--- src/hw/rtl/glob_pkg.sv ---
// Shared types, constants and the star-closure scan for the glob matcher.
// No dependencies; used by glob_front, glob_back and the top level.
package glob_pkg;

  // Pattern capacity and derived widths
  localparam int PATTERN_MAX  = 32;
  localparam int LEN_W        = $clog2(PATTERN_MAX + 1);
  localparam int IDX_W        = (PATTERN_MAX > 1) ? $clog2(PATTERN_MAX) : 1;
  localparam int CLOSE_LEVELS = $clog2(PATTERN_MAX + 1);

  // Decoupling queue between front and back (power of two)
  localparam int QUEUE_DEPTH = 2;
  localparam int QPTR_W      = (QUEUE_DEPTH > 1) ? $clog2(QUEUE_DEPTH) : 1;
  localparam int QCNT_W      = $clog2(QUEUE_DEPTH + 1);

  // Item modes
  localparam logic [1:0] MODE_CLEAR   = 2'd0;
  localparam logic [1:0] MODE_APPEND  = 2'd1;
  localparam logic [1:0] MODE_SUBJECT = 2'd2;
  localparam logic [1:0] MODE_END     = 2'd3;

  // Wildcard bytes
  localparam logic [7:0] STAR_CHAR = 8'd42;
  localparam logic [7:0] ANY_CHAR  = 8'd63;

  // One flag per pattern position, position PATTERN_MAX means "all consumed"
  typedef logic [PATTERN_MAX:0] pos_t;

  // Queued transaction, classified on entry
  typedef struct packed {
    logic       is_verdict;
    logic [1:0] mode;
    logic [7:0] char_value;
  } item_t;

  // Prefix scan: pos j is set if seed j is set, or j-1 is set and prop j holds.
  // prop[j] is the star flag of position j-1 (prop[0] is zero).
  function automatic pos_t close_stars(pos_t seed, pos_t prop);
    pos_t g;
    pos_t p;
    pos_t g_n;
    pos_t p_n;
    g = seed;
    p = prop;
    for (int lvl = 0; lvl < CLOSE_LEVELS; lvl++) begin
      g_n = g;
      p_n = p;
      for (int j = 0; j <= PATTERN_MAX; j++) begin
        if (j >= (1 << lvl)) begin
          g_n[j] = g[j] | (p[j] & g[j - (1 << lvl)]);
          p_n[j] = p[j] & p[j - (1 << lvl)];
        end
      end
      g = g_n;
      p = p_n;
    end
    return g;
  endfunction

endpackage

--- src/hw/rtl/glob_front.sv ---
// Front part of the glob matcher: accepts input transactions, classifies
// them and holds them in a short queue for the back part. Uses glob_pkg.
module glob_front (
  input  logic                clk,
  input  logic                rst_n,
  input  logic                in_valid,
  output logic                in_stall,
  input  logic [1:0]          in_mode,
  input  logic [7:0]          in_char_value,
  output logic                q_valid,
  output glob_pkg::item_t     q_item,
  input  logic                q_pop
);

  glob_pkg::item_t                  queue_r [glob_pkg::QUEUE_DEPTH];
  logic [glob_pkg::QPTR_W-1:0]      wr_ptr_r, wr_ptr_nxt;
  logic [glob_pkg::QPTR_W-1:0]      rd_ptr_r, rd_ptr_nxt;
  logic [glob_pkg::QCNT_W-1:0]      count_r, count_nxt;
  logic                             push;
  glob_pkg::item_t                  entry;

  // Stall only when the queue is full
  assign in_stall = (count_r == glob_pkg::QCNT_W'(glob_pkg::QUEUE_DEPTH));
  assign push     = in_valid & ~in_stall;
  assign q_valid  = (count_r != '0);
  assign q_item   = queue_r[rd_ptr_r];

  // Classify the incoming transaction
  always_comb begin
    entry.is_verdict = (in_mode == glob_pkg::MODE_END);
    entry.mode       = in_mode;
    entry.char_value = in_char_value;
  end

  // Advance pointers and count
  always_comb begin
    wr_ptr_nxt = push  ? wr_ptr_r + 1'b1 : wr_ptr_r;
    rd_ptr_nxt = q_pop ? rd_ptr_r + 1'b1 : rd_ptr_r;
    count_nxt  = count_r;
    if (push && !q_pop) begin
      count_nxt = count_r + 1'b1;
    end else if (!push && q_pop) begin
      count_nxt = count_r - 1'b1;
    end
  end

  always_ff @(posedge clk) begin
    if (!rst_n) begin
      wr_ptr_r <= '0;
      rd_ptr_r <= '0;
      count_r  <= '0;
    end else begin
      wr_ptr_r <= wr_ptr_nxt;
      rd_ptr_r <= rd_ptr_nxt;
      count_r  <= count_nxt;
    end
  end

  // Store queue payload
  always_ff @(posedge clk) begin
    if (push) begin
      queue_r[wr_ptr_r] <= entry;
    end
  end

  a_count_bound: assert property (@(posedge clk) disable iff (!rst_n)
    count_r <= glob_pkg::QCNT_W'(glob_pkg::QUEUE_DEPTH))
    else $error("queue count exceeds depth");

  a_pop_nonempty: assert property (@(posedge clk) disable iff (!rst_n)
    q_pop |-> q_valid)
    else $error("pop from empty queue");

  a_count_track: assert property (@(posedge clk) disable iff (!rst_n)
    (push && !q_pop) |=> (count_r == $past(count_r) + 1'b1))
    else $error("queue count did not advance on push");

endmodule

--- src/hw/rtl/glob_back.sv ---
// Back part of the glob matcher: pattern store, active-position tracking
// and the verdict output register. Uses glob_pkg.
module glob_back (
  input  logic                clk,
  input  logic                rst_n,
  input  logic                q_valid,
  input  glob_pkg::item_t     q_item,
  output logic                q_pop,
  output logic                out_valid,
  input  logic                out_stall,
  output logic                out_match,
  output logic                out_pattern_overflow
);

  logic [7:0]                 store_r [glob_pkg::PATTERN_MAX];
  logic [glob_pkg::LEN_W-1:0] len_r, len_nxt;
  logic                       ovf_r, ovf_nxt;
  glob_pkg::pos_t             seed_r, seed_nxt;
  logic                       out_valid_r, out_valid_nxt;
  logic                       out_match_r;
  logic                       out_ovf_r;
  logic                       out_free;
  logic                       store_we;

  logic [glob_pkg::PATTERN_MAX-1:0] in_range;
  logic [glob_pkg::PATTERN_MAX-1:0] is_star;
  logic [glob_pkg::PATTERN_MAX-1:0] hit_char;
  glob_pkg::pos_t             prop;
  glob_pkg::pos_t             act;
  glob_pkg::pos_t             step;
  glob_pkg::pos_t             seed_init;
  logic                       hit;

  assign out_free = ~out_valid_r | ~out_stall;
  assign q_pop    = q_valid & (~q_item.is_verdict | out_free);

  assign seed_init = glob_pkg::pos_t'(1);

  // Decode each pattern lane against the current subject byte
  always_comb begin
    prop = '0;
    for (int i = 0; i < glob_pkg::PATTERN_MAX; i++) begin
      in_range[i] = (glob_pkg::LEN_W'(i) < len_r);
      is_star[i]  = in_range[i] & (store_r[i] == glob_pkg::STAR_CHAR);
      hit_char[i] = in_range[i] & ~is_star[i]
                  & ((store_r[i] == glob_pkg::ANY_CHAR) || (store_r[i] == q_item.char_value));
      prop[i+1]   = is_star[i];
    end
  end

  // Close the stored seed set through star runs
  assign act = glob_pkg::close_stars(seed_r, prop);
  assign hit = act[len_r] & ~ovf_r;

  // Advance every active position by one subject byte
  always_comb begin
    step = '0;
    for (int i = 0; i < glob_pkg::PATTERN_MAX; i++) begin
      step[i]   = step[i] | (act[i] & is_star[i]);
      step[i+1] = act[i] & hit_char[i];
    end
  end

  // Execute the popped transaction
  always_comb begin
    len_nxt       = len_r;
    ovf_nxt       = ovf_r;
    seed_nxt      = seed_r;
    store_we      = 1'b0;
    out_valid_nxt = out_valid_r & out_stall;
    if (q_pop) begin
      unique case (q_item.mode)
        glob_pkg::MODE_CLEAR: begin
          len_nxt  = '0;
          ovf_nxt  = 1'b0;
          seed_nxt = seed_init;
        end
        glob_pkg::MODE_APPEND: begin
          if (len_r < glob_pkg::LEN_W'(glob_pkg::PATTERN_MAX)) begin
            store_we = 1'b1;
            len_nxt  = len_r + 1'b1;
          end else begin
            ovf_nxt = 1'b1;
          end
          seed_nxt = seed_init;
        end
        glob_pkg::MODE_SUBJECT: begin
          seed_nxt = step;
        end
        glob_pkg::MODE_END: begin
          seed_nxt      = seed_init;
          out_valid_nxt = 1'b1;
        end
        default: begin
          seed_nxt = seed_r;
        end
      endcase
    end
  end

  always_ff @(posedge clk) begin
    if (!rst_n) begin
      len_r       <= '0;
      ovf_r       <= 1'b0;
      seed_r      <= seed_init;
      out_valid_r <= 1'b0;
    end else begin
      len_r       <= len_nxt;
      ovf_r       <= ovf_nxt;
      seed_r      <= seed_nxt;
      out_valid_r <= out_valid_nxt;
    end
  end

  // Write pattern bytes and capture the verdict
  always_ff @(posedge clk) begin
    if (store_we) begin
      store_r[len_r[glob_pkg::IDX_W-1:0]] <= q_item.char_value;
    end
    if (q_pop && q_item.is_verdict) begin
      out_match_r <= hit;
      out_ovf_r   <= ovf_r;
    end
  end

  assign out_valid            = out_valid_r;
  assign out_match            = out_match_r;
  assign out_pattern_overflow = out_ovf_r;

  a_len_bound: assert property (@(posedge clk) disable iff (!rst_n)
    len_r <= glob_pkg::LEN_W'(glob_pkg::PATTERN_MAX))
    else $error("pattern length beyond capacity");

  a_verdict_source: assert property (@(posedge clk) disable iff (!rst_n)
    $rose(out_valid_r) |-> $past(q_pop & q_item.is_verdict))
    else $error("verdict raised without an end-of-subject transaction");

  a_overflow_no_match: assert property (@(posedge clk) disable iff (!rst_n)
    (q_pop && q_item.is_verdict && ovf_r) |=> (out_valid_r && !out_match_r && out_ovf_r))
    else $error("overflowed pattern produced a match");

  a_clear_restarts: assert property (@(posedge clk) disable iff (!rst_n)
    (q_pop && q_item.mode == glob_pkg::MODE_CLEAR) |=> (len_r == '0 && seed_r == seed_init))
    else $error("clear did not restart pattern and subject");

endmodule

--- src/hw/rtl/wildcard_glob_matcher_unit.sv ---
// Top level of the wildcard glob matcher: front queue plus matching engine.
// Depends on glob_pkg, glob_front and glob_back.
//
//   Port group   Direction  Handshake          Payload
//   in_*         input      in_valid/in_stall  in_mode[1:0], in_char_value[7:0]
//   out_*        output     out_valid/out_stall out_match, out_pattern_overflow
//
// One transaction per cycle is sustained unless out_stall holds back an
// end-of-subject transaction; in the matching engine all pattern positions
// update in parallel and the star closure is a registered-to-registered
// prefix scan. An accepted transaction is written into the queue before the
// engine pops it, and the verdict is captured in the output registers.
// Reset (rst_n low, synchronous) empties the queue, clears the pattern length,
// the overflow flag and the output valid; the pattern bytes are not cleared.
// out_stall holds the verdict and stalls only end-of-subject transactions;
// in_stall rises when the two-entry queue is full.
module wildcard_glob_matcher_unit (
  input  logic       clk,
  input  logic       rst_n,
  input  logic       in_valid,
  output logic       in_stall,
  input  logic [1:0] in_mode,
  input  logic [7:0] in_char_value,
  output logic       out_valid,
  input  logic       out_stall,
  output logic       out_match,
  output logic       out_pattern_overflow
);

  logic            q_valid;
  logic            q_pop;
  glob_pkg::item_t q_item;

  // Accept and queue transactions
  glob_front u_front (
    .clk           (clk),
    .rst_n         (rst_n),
    .in_valid      (in_valid),
    .in_stall      (in_stall),
    .in_mode       (in_mode),
    .in_char_value (in_char_value),
    .q_valid       (q_valid),
    .q_item        (q_item),
    .q_pop         (q_pop)
  );

  // Match against the stored pattern
  glob_back u_back (
    .clk                  (clk),
    .rst_n                (rst_n),
    .q_valid              (q_valid),
    .q_item               (q_item),
    .q_pop                (q_pop),
    .out_valid            (out_valid),
    .out_stall            (out_stall),
    .out_match            (out_match),
    .out_pattern_overflow (out_pattern_overflow)
  );

endmodule
--- config.mk ---
export PLATFORM = sky130hd
export DESIGN_NAME = wildcard_glob_matcher_unit
export DESIGN_NICKNAME = d
export VERILOG_FILES = /design/src/hw/rtl/glob_pkg.sv /design/src/hw/rtl/glob_front.sv /design/src/hw/rtl/glob_back.sv /design/src/hw/rtl/wildcard_glob_matcher_unit.sv
export SDC_FILE = /design/constraint.sdc
export NUM_CORES = 1
export LEC_CHECK = 0
export BUFFER_PORTS_ARGS = -buffer_cell sky130_fd_sc_hd__buf_2
export CORE_ASPECT_RATIO = 0.7
export CORE_MARGIN = 1
export CORE_UTILIZATION = 45
export CTS_CLUSTER_SIZE = 8
export DETAILED_ROUTE_END_ITERATION = 7
export PLACE_DENSITY_LB_ADDON = 0.05
export SLEW_MARGIN = 40
export SYNTH_ARGS = -nofsm -noshare
export SYNTH_HDL_FRONTEND = slang
export SYNTH_SLANG_ARGS = --single-unit
--- constraint.sdc ---
create_clock -name clk -period 8.6 [get_ports clk]
set_input_delay 2.15 -clock clk [delete_from_list [all_inputs] [get_ports clk]]
set_output_delay 2.15 -clock clk [all_outputs]
set_load 0.01 [all_outputs]
# Word level (Yosys, flattened, before mapping)
# Memories as Yosys holds them, arrays and structs flattened. A register that Yosys moved wholly into a read port is not among the register bits.
# Index checks and enable logic that the tools add are counted.
# W data, S select, Z words.
# word_totals
regBits	47
latchBits	0
mem_bits_rw	278
mem_bits_ro	0
input_bits	14
out_inout_bits	4
elab_cells	823
memories	2
# mem_list
memory	words	width	read_ports	rd_clocked_by_memory_dff	write_ports	line_no	source
u_back.store_r	32	8	32	0	1	glob_back.sv:15	logic [7:0] store_r [glob_pkg::PATTERN_MAX];
u_front.queue_r	2	11	1	1	1	glob_front.sv:15	glob_pkg::item_t queue_r [glob_pkg::QUEUE_DEPTH];
# op_classes
add_sub_neg	5
mul	0
div_mod_pow	0
magnitude_cmp	34
eq_ne	103
shift	0
n_mux	20
n_bitwise	606
n_reduce_logical	44
# ops
op	n
$eq A8 B6 Y1 const B	64
$and A1 B1 Y1	401
$eq A8 B8 Y1	32
$or A1 B1 Y1	168
$lt A5 B6 Y1 const A	16
$pmux W33 S2	1
$lt A4 B6 Y1 const A	8
$not A1 Y1	37
$logic_or A1 B1 Y1	32
$lt A3 B6 Y1 const A	4
$mux W1	13
$lt A1 B6 Y1 const A	2
$lt A2 B6 Y1 const A	2
$pmux W6 S2	1
$eq A2 B2 Y1 const B	4
$lt A6 B7 Y1 const B	1
$add A6 B1 Y6 const B	1
$bmux W1 S6	1
$lt A6 B6 Y1 const B	1
$mux W6	1
$reduce_and A3 Y1	2
$reduce_bool A2 Y1	3
$mux W2	2
$logic_and A1 B1 Y1	3
10 further kinds	12

# Longest topological paths before layout
# An unclocked memory read counts as a cell.
# logic_depth
word_depth	17
ltp_mapped	15
mapped_depth_nobuf	14

# Cells and area by module
# From an unflattened synthesis, not the netlist that was laid out.
# unflattened
cells_unflattened	1606
area_unflattened_um2	17650.7
# by_module_without_submodules
mod	n_inst	cells_each	area_per_inst_um2	seq_area_each_um2
glob_back	1	1546	16617.2	8568.2
glob_front	1	60	1033.5	760.7

# Worst setup path after synthesis
# OpenSTA, ideal clock, no wires.
# synth_path
kind	input to register
start	input out_stall
end	memory u_back.store_r[27][0] (enable)
setup_time_ns	0.383
arrival_time_ns	3.845
required_time_ns	8.217
slack_ns	4.372
stages	6
path_buffers	0
cell_sequence	nand2_1 o22ai_1 nand2b_1 nor3_1 nand2_1 nor3_1
# synth_via
elab_chain_len	7
# synth_lines
element	line_no	source
start, declared	wildcard_glob_matcher_unit.sv:25	input logic out_stall,
$not A1 Y1	glob_back.sv:34	assign out_free = ~out_valid_r | ~out_stall;
$or A1 B1 Y1	glob_back.sv:34	
$or A1 B1 Y1	glob_back.sv:35	assign q_pop = q_valid & (~q_item.is_verdict | out_free);
$and A1 B1 Y1	glob_back.sv:35	
$mux W1	glob_back.sv:71	if (q_pop) begin
$mux W1	glob_back.sv:117	if (store_we) begin
$mux W1 (not written as such)	glob_back.sv:118	store_r[len_r[glob_pkg::IDX_W-1:0]] <= q_item.char_value;
end, declared	glob_back.sv:15	
# No other way between the ends.

# Worst setup path after layout
# layout_path
start	register u_back.len_r[0] (netlist name)
end	register u_back.out_match_r, in the netlist u_back.out_match, data pin
# layout_via
elab_chain_len	16
word_cells_on_any_way	440
cone_classes	order compare: 32; mux: 2; bitwise: 406
# layout_lines
element	line_no	source
start, declared	glob_back.sv:16	logic [glob_pkg::LEN_W-1:0] len_r, len_nxt;
start signal, assigned	glob_back.sv:108	len_r <= len_nxt;
$lt A1 B6 Y1	glob_back.sv:43	in_range[i] = (glob_pkg::LEN_W'(i) < len_r);
$and A1 B1 Y1	glob_back.sv:44	is_star[i] = in_range[i] & (store_r[i] == glob_pkg::STAR_CHAR);
$and A1 B1 Y1	glob_pkg.sv:50	g_n[j] = g[j] | (p[j] & g[j - (1 << lvl)]);
$or A1 B1 Y1	glob_pkg.sv:50	
$and A1 B1 Y1	glob_pkg.sv:50	
$or A1 B1 Y1	glob_pkg.sv:50	
$and A1 B1 Y1	glob_pkg.sv:50	
$or A1 B1 Y1	glob_pkg.sv:50	
$and A1 B1 Y1	glob_pkg.sv:50	
$or A1 B1 Y1	glob_pkg.sv:50	
$and A1 B1 Y1	glob_pkg.sv:50	
$or A1 B1 Y1 (2 in a row)	glob_pkg.sv:50	
$bmux W1 S6 (*)	glob_back.sv:53	assign hit = act[len_r] & ~ovf_r;
$mux W1 (not written as such) (*)	glob_back.sv:53	
$and A1 B1 Y1 (*)	glob_back.sv:53	
net u_back.hit	glob_back.sv:32	logic hit;
end signal, assigned	glob_back.sv:121	out_match_r <= hit;
end, declared	glob_back.sv:20	logic out_match_r;
# The timed path passes the listed nets; every way through them passes the cells marked *. The select of a mux whose other input is x is not followed.
# A chain may end at the register's enable or synchronous reset.

==> results.sh <==
export IMPL_initial_core_util_pct=46.0
export IMPL_synth_edff_count=280
export IMPL_hold_viol_final=0
export IMPL_grt_max_degree=43
export IMPL_drcViolationCount=0
export IMPL_antenna_found_initial=0
export IMPL_cpPeakStageDelay_ns=0.68
export IMPL_start_kind="flip-flop"
export IMPL_ctsHoldBuffers=0
export IMPL_p_per_area_nw_per_um2=252
export IMPL_syn_area_um2=17200
export IMPL_rsz0062_at_grt="false"
export IMPL_ys_warn_count=0
export IMPL_synth_seq_cells=326
export IMPL_cts_buffers_inserted=46
export IMPL_slew_headroom_pct=43.3
export IMPL_n_antenna_cell=0
export IMPL_routed_wl_um=51900
export IMPL_cts_resized=0
export IMPL_path_max_fanout=16
export IMPL_fin_crit_sh_pct=58.3
export IMPL_synth_ff_type="edfxtp_1"
export IMPL_hold_class="flip-flop to flip-flop"
export IMPL_synthCells=1565
export IMPL_grt_usage_pct=26.3
export IMPL_final_common_cell="edfxtp_1"
export IMPL_clock_skew_ns=0.0147
export IMPL_timing_max_cap_violations=0
export IMPL_tightest_slew_ns=0.850
export IMPL_async_reset_ff_share_pct=0
export IMPL_crit_top_cell="nand4_1"
export IMPL_cts_root_buf="clkbuf_16"
export IMPL_dp_hpwl_um=34000
export IMPL_clk_latency_ns=0.55
export IMPL_ir_worst_vdd_mv=0.224
export IMPL_highest_layer="met4"
export IMPL_status="complete, no violations"
export IMPL_synth_nets=1585
export IMPL_overflow=0
export IMPL_fp_row_count=59
export IMPL_endpoint_kind="flip-flop"
export IMPL_drt_iter0_markers=1591
export IMPL_clock_fmax_ghz=0.200
export IMPL_area_delta_synth_final_pct=12.7
export IMPL_ios=18
export IMPL_cp_slowest_cell="dfxtp_1"
export IMPL_dr_pass1_iters=6
export IMPL_path_cells="inv_1, ha_1, nand2b_1, a2111oi_0, nand4_1, nor4_1, a211o_4, a211oi_1, a31oi_2, a41oi_1, a21oi_1, nand4_1, a2111oi_2, o211a_1"
export IMPL_die_x_um=236
export IMPL_wl_met1_um=24800
export IMPL_grt_pass1_vias=12300
export IMPL_dr_total_vias=13000
export IMPL_io_buffers=17
export IMPL_avgSynthCellArea_um2=11.0
export IMPL_final_antenna_net_count=0
export IMPL_via_per_inst=6.13
export IMPL_cts_setup_buffers=0
export IMPL_drive_above_1_share_pct=9.05
export IMPL_ys_types=91
export IMPL_die_y_um=166
export IMPL_yosysSeqAreaShare_pct=54.1
export IMPL_cts_tree="built"
export IMPL_dieArea_um2=39100
export IMPL_cts_clk_slew_worst_paths_ns=0.06
export IMPL_mostFrequentLayoutCells="edfxtp_1 (280), xnor2_1 (256), nor2_1 (153)"
export IMPL_h_tree_depth=2
export IMPL_routed_wl_met3_um=3980
export IMPL_postLayoutCellArea_um2=19400
export IMPL_p_leak_nw=5.76
export IMPL_gp_congestion=0.905
export IMPL_grt_pass1_wl_um=77500
export IMPL_cts_sinks=326
export IMPL_setup_tns_ns=0
export IMPL_drv_slew=0
export IMPL_wl_per_cell_um=24.4
export IMPL_dpl_instance_area_um2=18100
export IMPL_period_minus_slack_ns=5.01
export IMPL_met2_length_um=22000
export IMPL_arrival_ns=5.41
export IMPL_ctsLongestPathBuffers=3
export IMPL_core_um2=37400
export IMPL_critPathRequiredTime_ns=9.00
export IMPL_finalNetCount=1619
export IMPL_fillerInstances=3199
export IMPL_finalSetupViolCount=0
export IMPL_critPathKind="flip-flop to flip-flop"
sequential cells by signal, indices dropped and copies added (netlist names), named ones only:
| register | cells |
|---|---|
| u_back.len_r | 6 |
| u_back.out_match | 1 |
| u_back.out_pattern_overflow | 1 |
| u_back.store_r | 256 |
| u_front.queue_r | 22 |
| u_front.count_r | 2 |
| u_front.rd_ptr_r | 1 |
| u_back.seed_r | 33 |
| u_back.out_valid | 1 |
| u_front.wr_ptr_r | 1 |
| u_back.ovf_r | 1 |
worst paths after layout:
path / from / end / slack (ns) / depth (start not counted)
worst max register to register: u_back.len_r[0] / u_back.out_match / 3.59 / 14
worst min-delay path: u_back.seed_r[28] / u_back.seed_r[28] / 0.49 / 2
worst min register to register: u_back.seed_r[28] / u_back.seed_r[28] / 0.49 / 2
worst max-delay path: u_back.len_r[0] / u_back.out_match / 3.59 / 14
where the power goes:
part	leakage (nW)	internal [mW]	switching, mW
registers	2.90	1.89	0.0321
logic	2.24	0.425	0.874
clock network	0.633	1.03	0.658
Yosys cell counts, types with 5 or more instances:
library cell	number	share of area [%]
ha_1	6	0.44
and2_1	16	0.58
o21ai_1	5	0.15
a21oi_1	77	2.2
mux2i_1	13	0.76
edfxtp_1	280	49
or2_2	5	0.18
nor4b_1	6	0.30
nand2b_1	11	0.40
nor2b_1	9	0.33
a31o_2	5	0.25
nor3_1	51	1.5
or4_1	12	0.52
a22oi_1	13	0.57
a32oi_1	12	0.61
a211oi_1	7	0.30
or3_1	18	0.65
a2111oi_0	5	0.25
buf_2	6	0.17
xnor2_1	256	13
o31a_1	5	0.25
o31ai_1	7	0.30
a21o_1	6	0.26
nor2_1	154	3.4
and3_1	9	0.33
nand4_1	27	0.98
o21ai_0	51	1.5
a31oi_1	16	0.58
nand4b_1	8	0.41
nor4_1	76	2.8
dfxtp_1	46	5.3
clkbuf_1	50	1.1
nand2_1	124	2.7
nand3_1	22	0.64
nor4bb_1	10	0.58
inv_1	36	0.78
o21a_1	6	0.26
logic make-up after synthesis:
logic type	count (synthesis)	share of synthesized area (%)
AO/OA/AOI/OAI	287	12.0
buffers and inverters	93	2.07
multiplexers	14	0.820
XOR/XNOR	259	13.2
flip-flops	326	54.1
AND/OR/NAND/NOR	580	17.4
adder cells (fa/ha/maj)	6	0.436
area by class of cell:
cell class	count	area (um^2)	share of cell area [%]
tap	488	611	3.14
timing repair buffer	42	280	1.44
multi-input combinational	1146	7720	39.8
sequential	326	9330	48.1
clock buffer	84	1330	6.82
clock inverter	1	8.76	0.0451
inverter	37	139	0.715
per-layer routing:
| metal | up-vias | global-route usage [%] |
|---|---|---|
| li1 | 5949 | - |
| met4 | 0 | 6.45 |
| met1 | 6455 | 40.2 |
| met2 | 526 | 38.7 |
| met3 | 83 | 4.31 |
| met5 | - | 0 |
through the flow:
stage / util (%) / power [mW] / worst slack (ns) / instances / hold slack [ns]
floorplan: - / 2.73 / 4.37 / 1565 / 0.436
finish: 51.9 / 4.90 / 3.59 / 2124 / 0.487
detailed placement: 48.3 / 3.26 / 3.25 / 2039 / 0.472
global route: 51.9 / 5.10 / 3.24 / 2124 / 0.519
CTS: 51.8 / 4.94 / 3.64 / 2124 / 0.480
global placement: 48.1 / 3.23 / 3.04 / 2038 / 0.471
worst max-delay path: cells and delay by family, from the launching register on:
kind | cells | cell delay, ns
simple gates | 4 | 1.13
flops | 1 | 0.68
compound gates | 8 | 2.44
fa+ha+maj | 1 | 0.37
buf+inv | 1 | 0.23
Note: power is estimated with default switching activity, not from simulation.
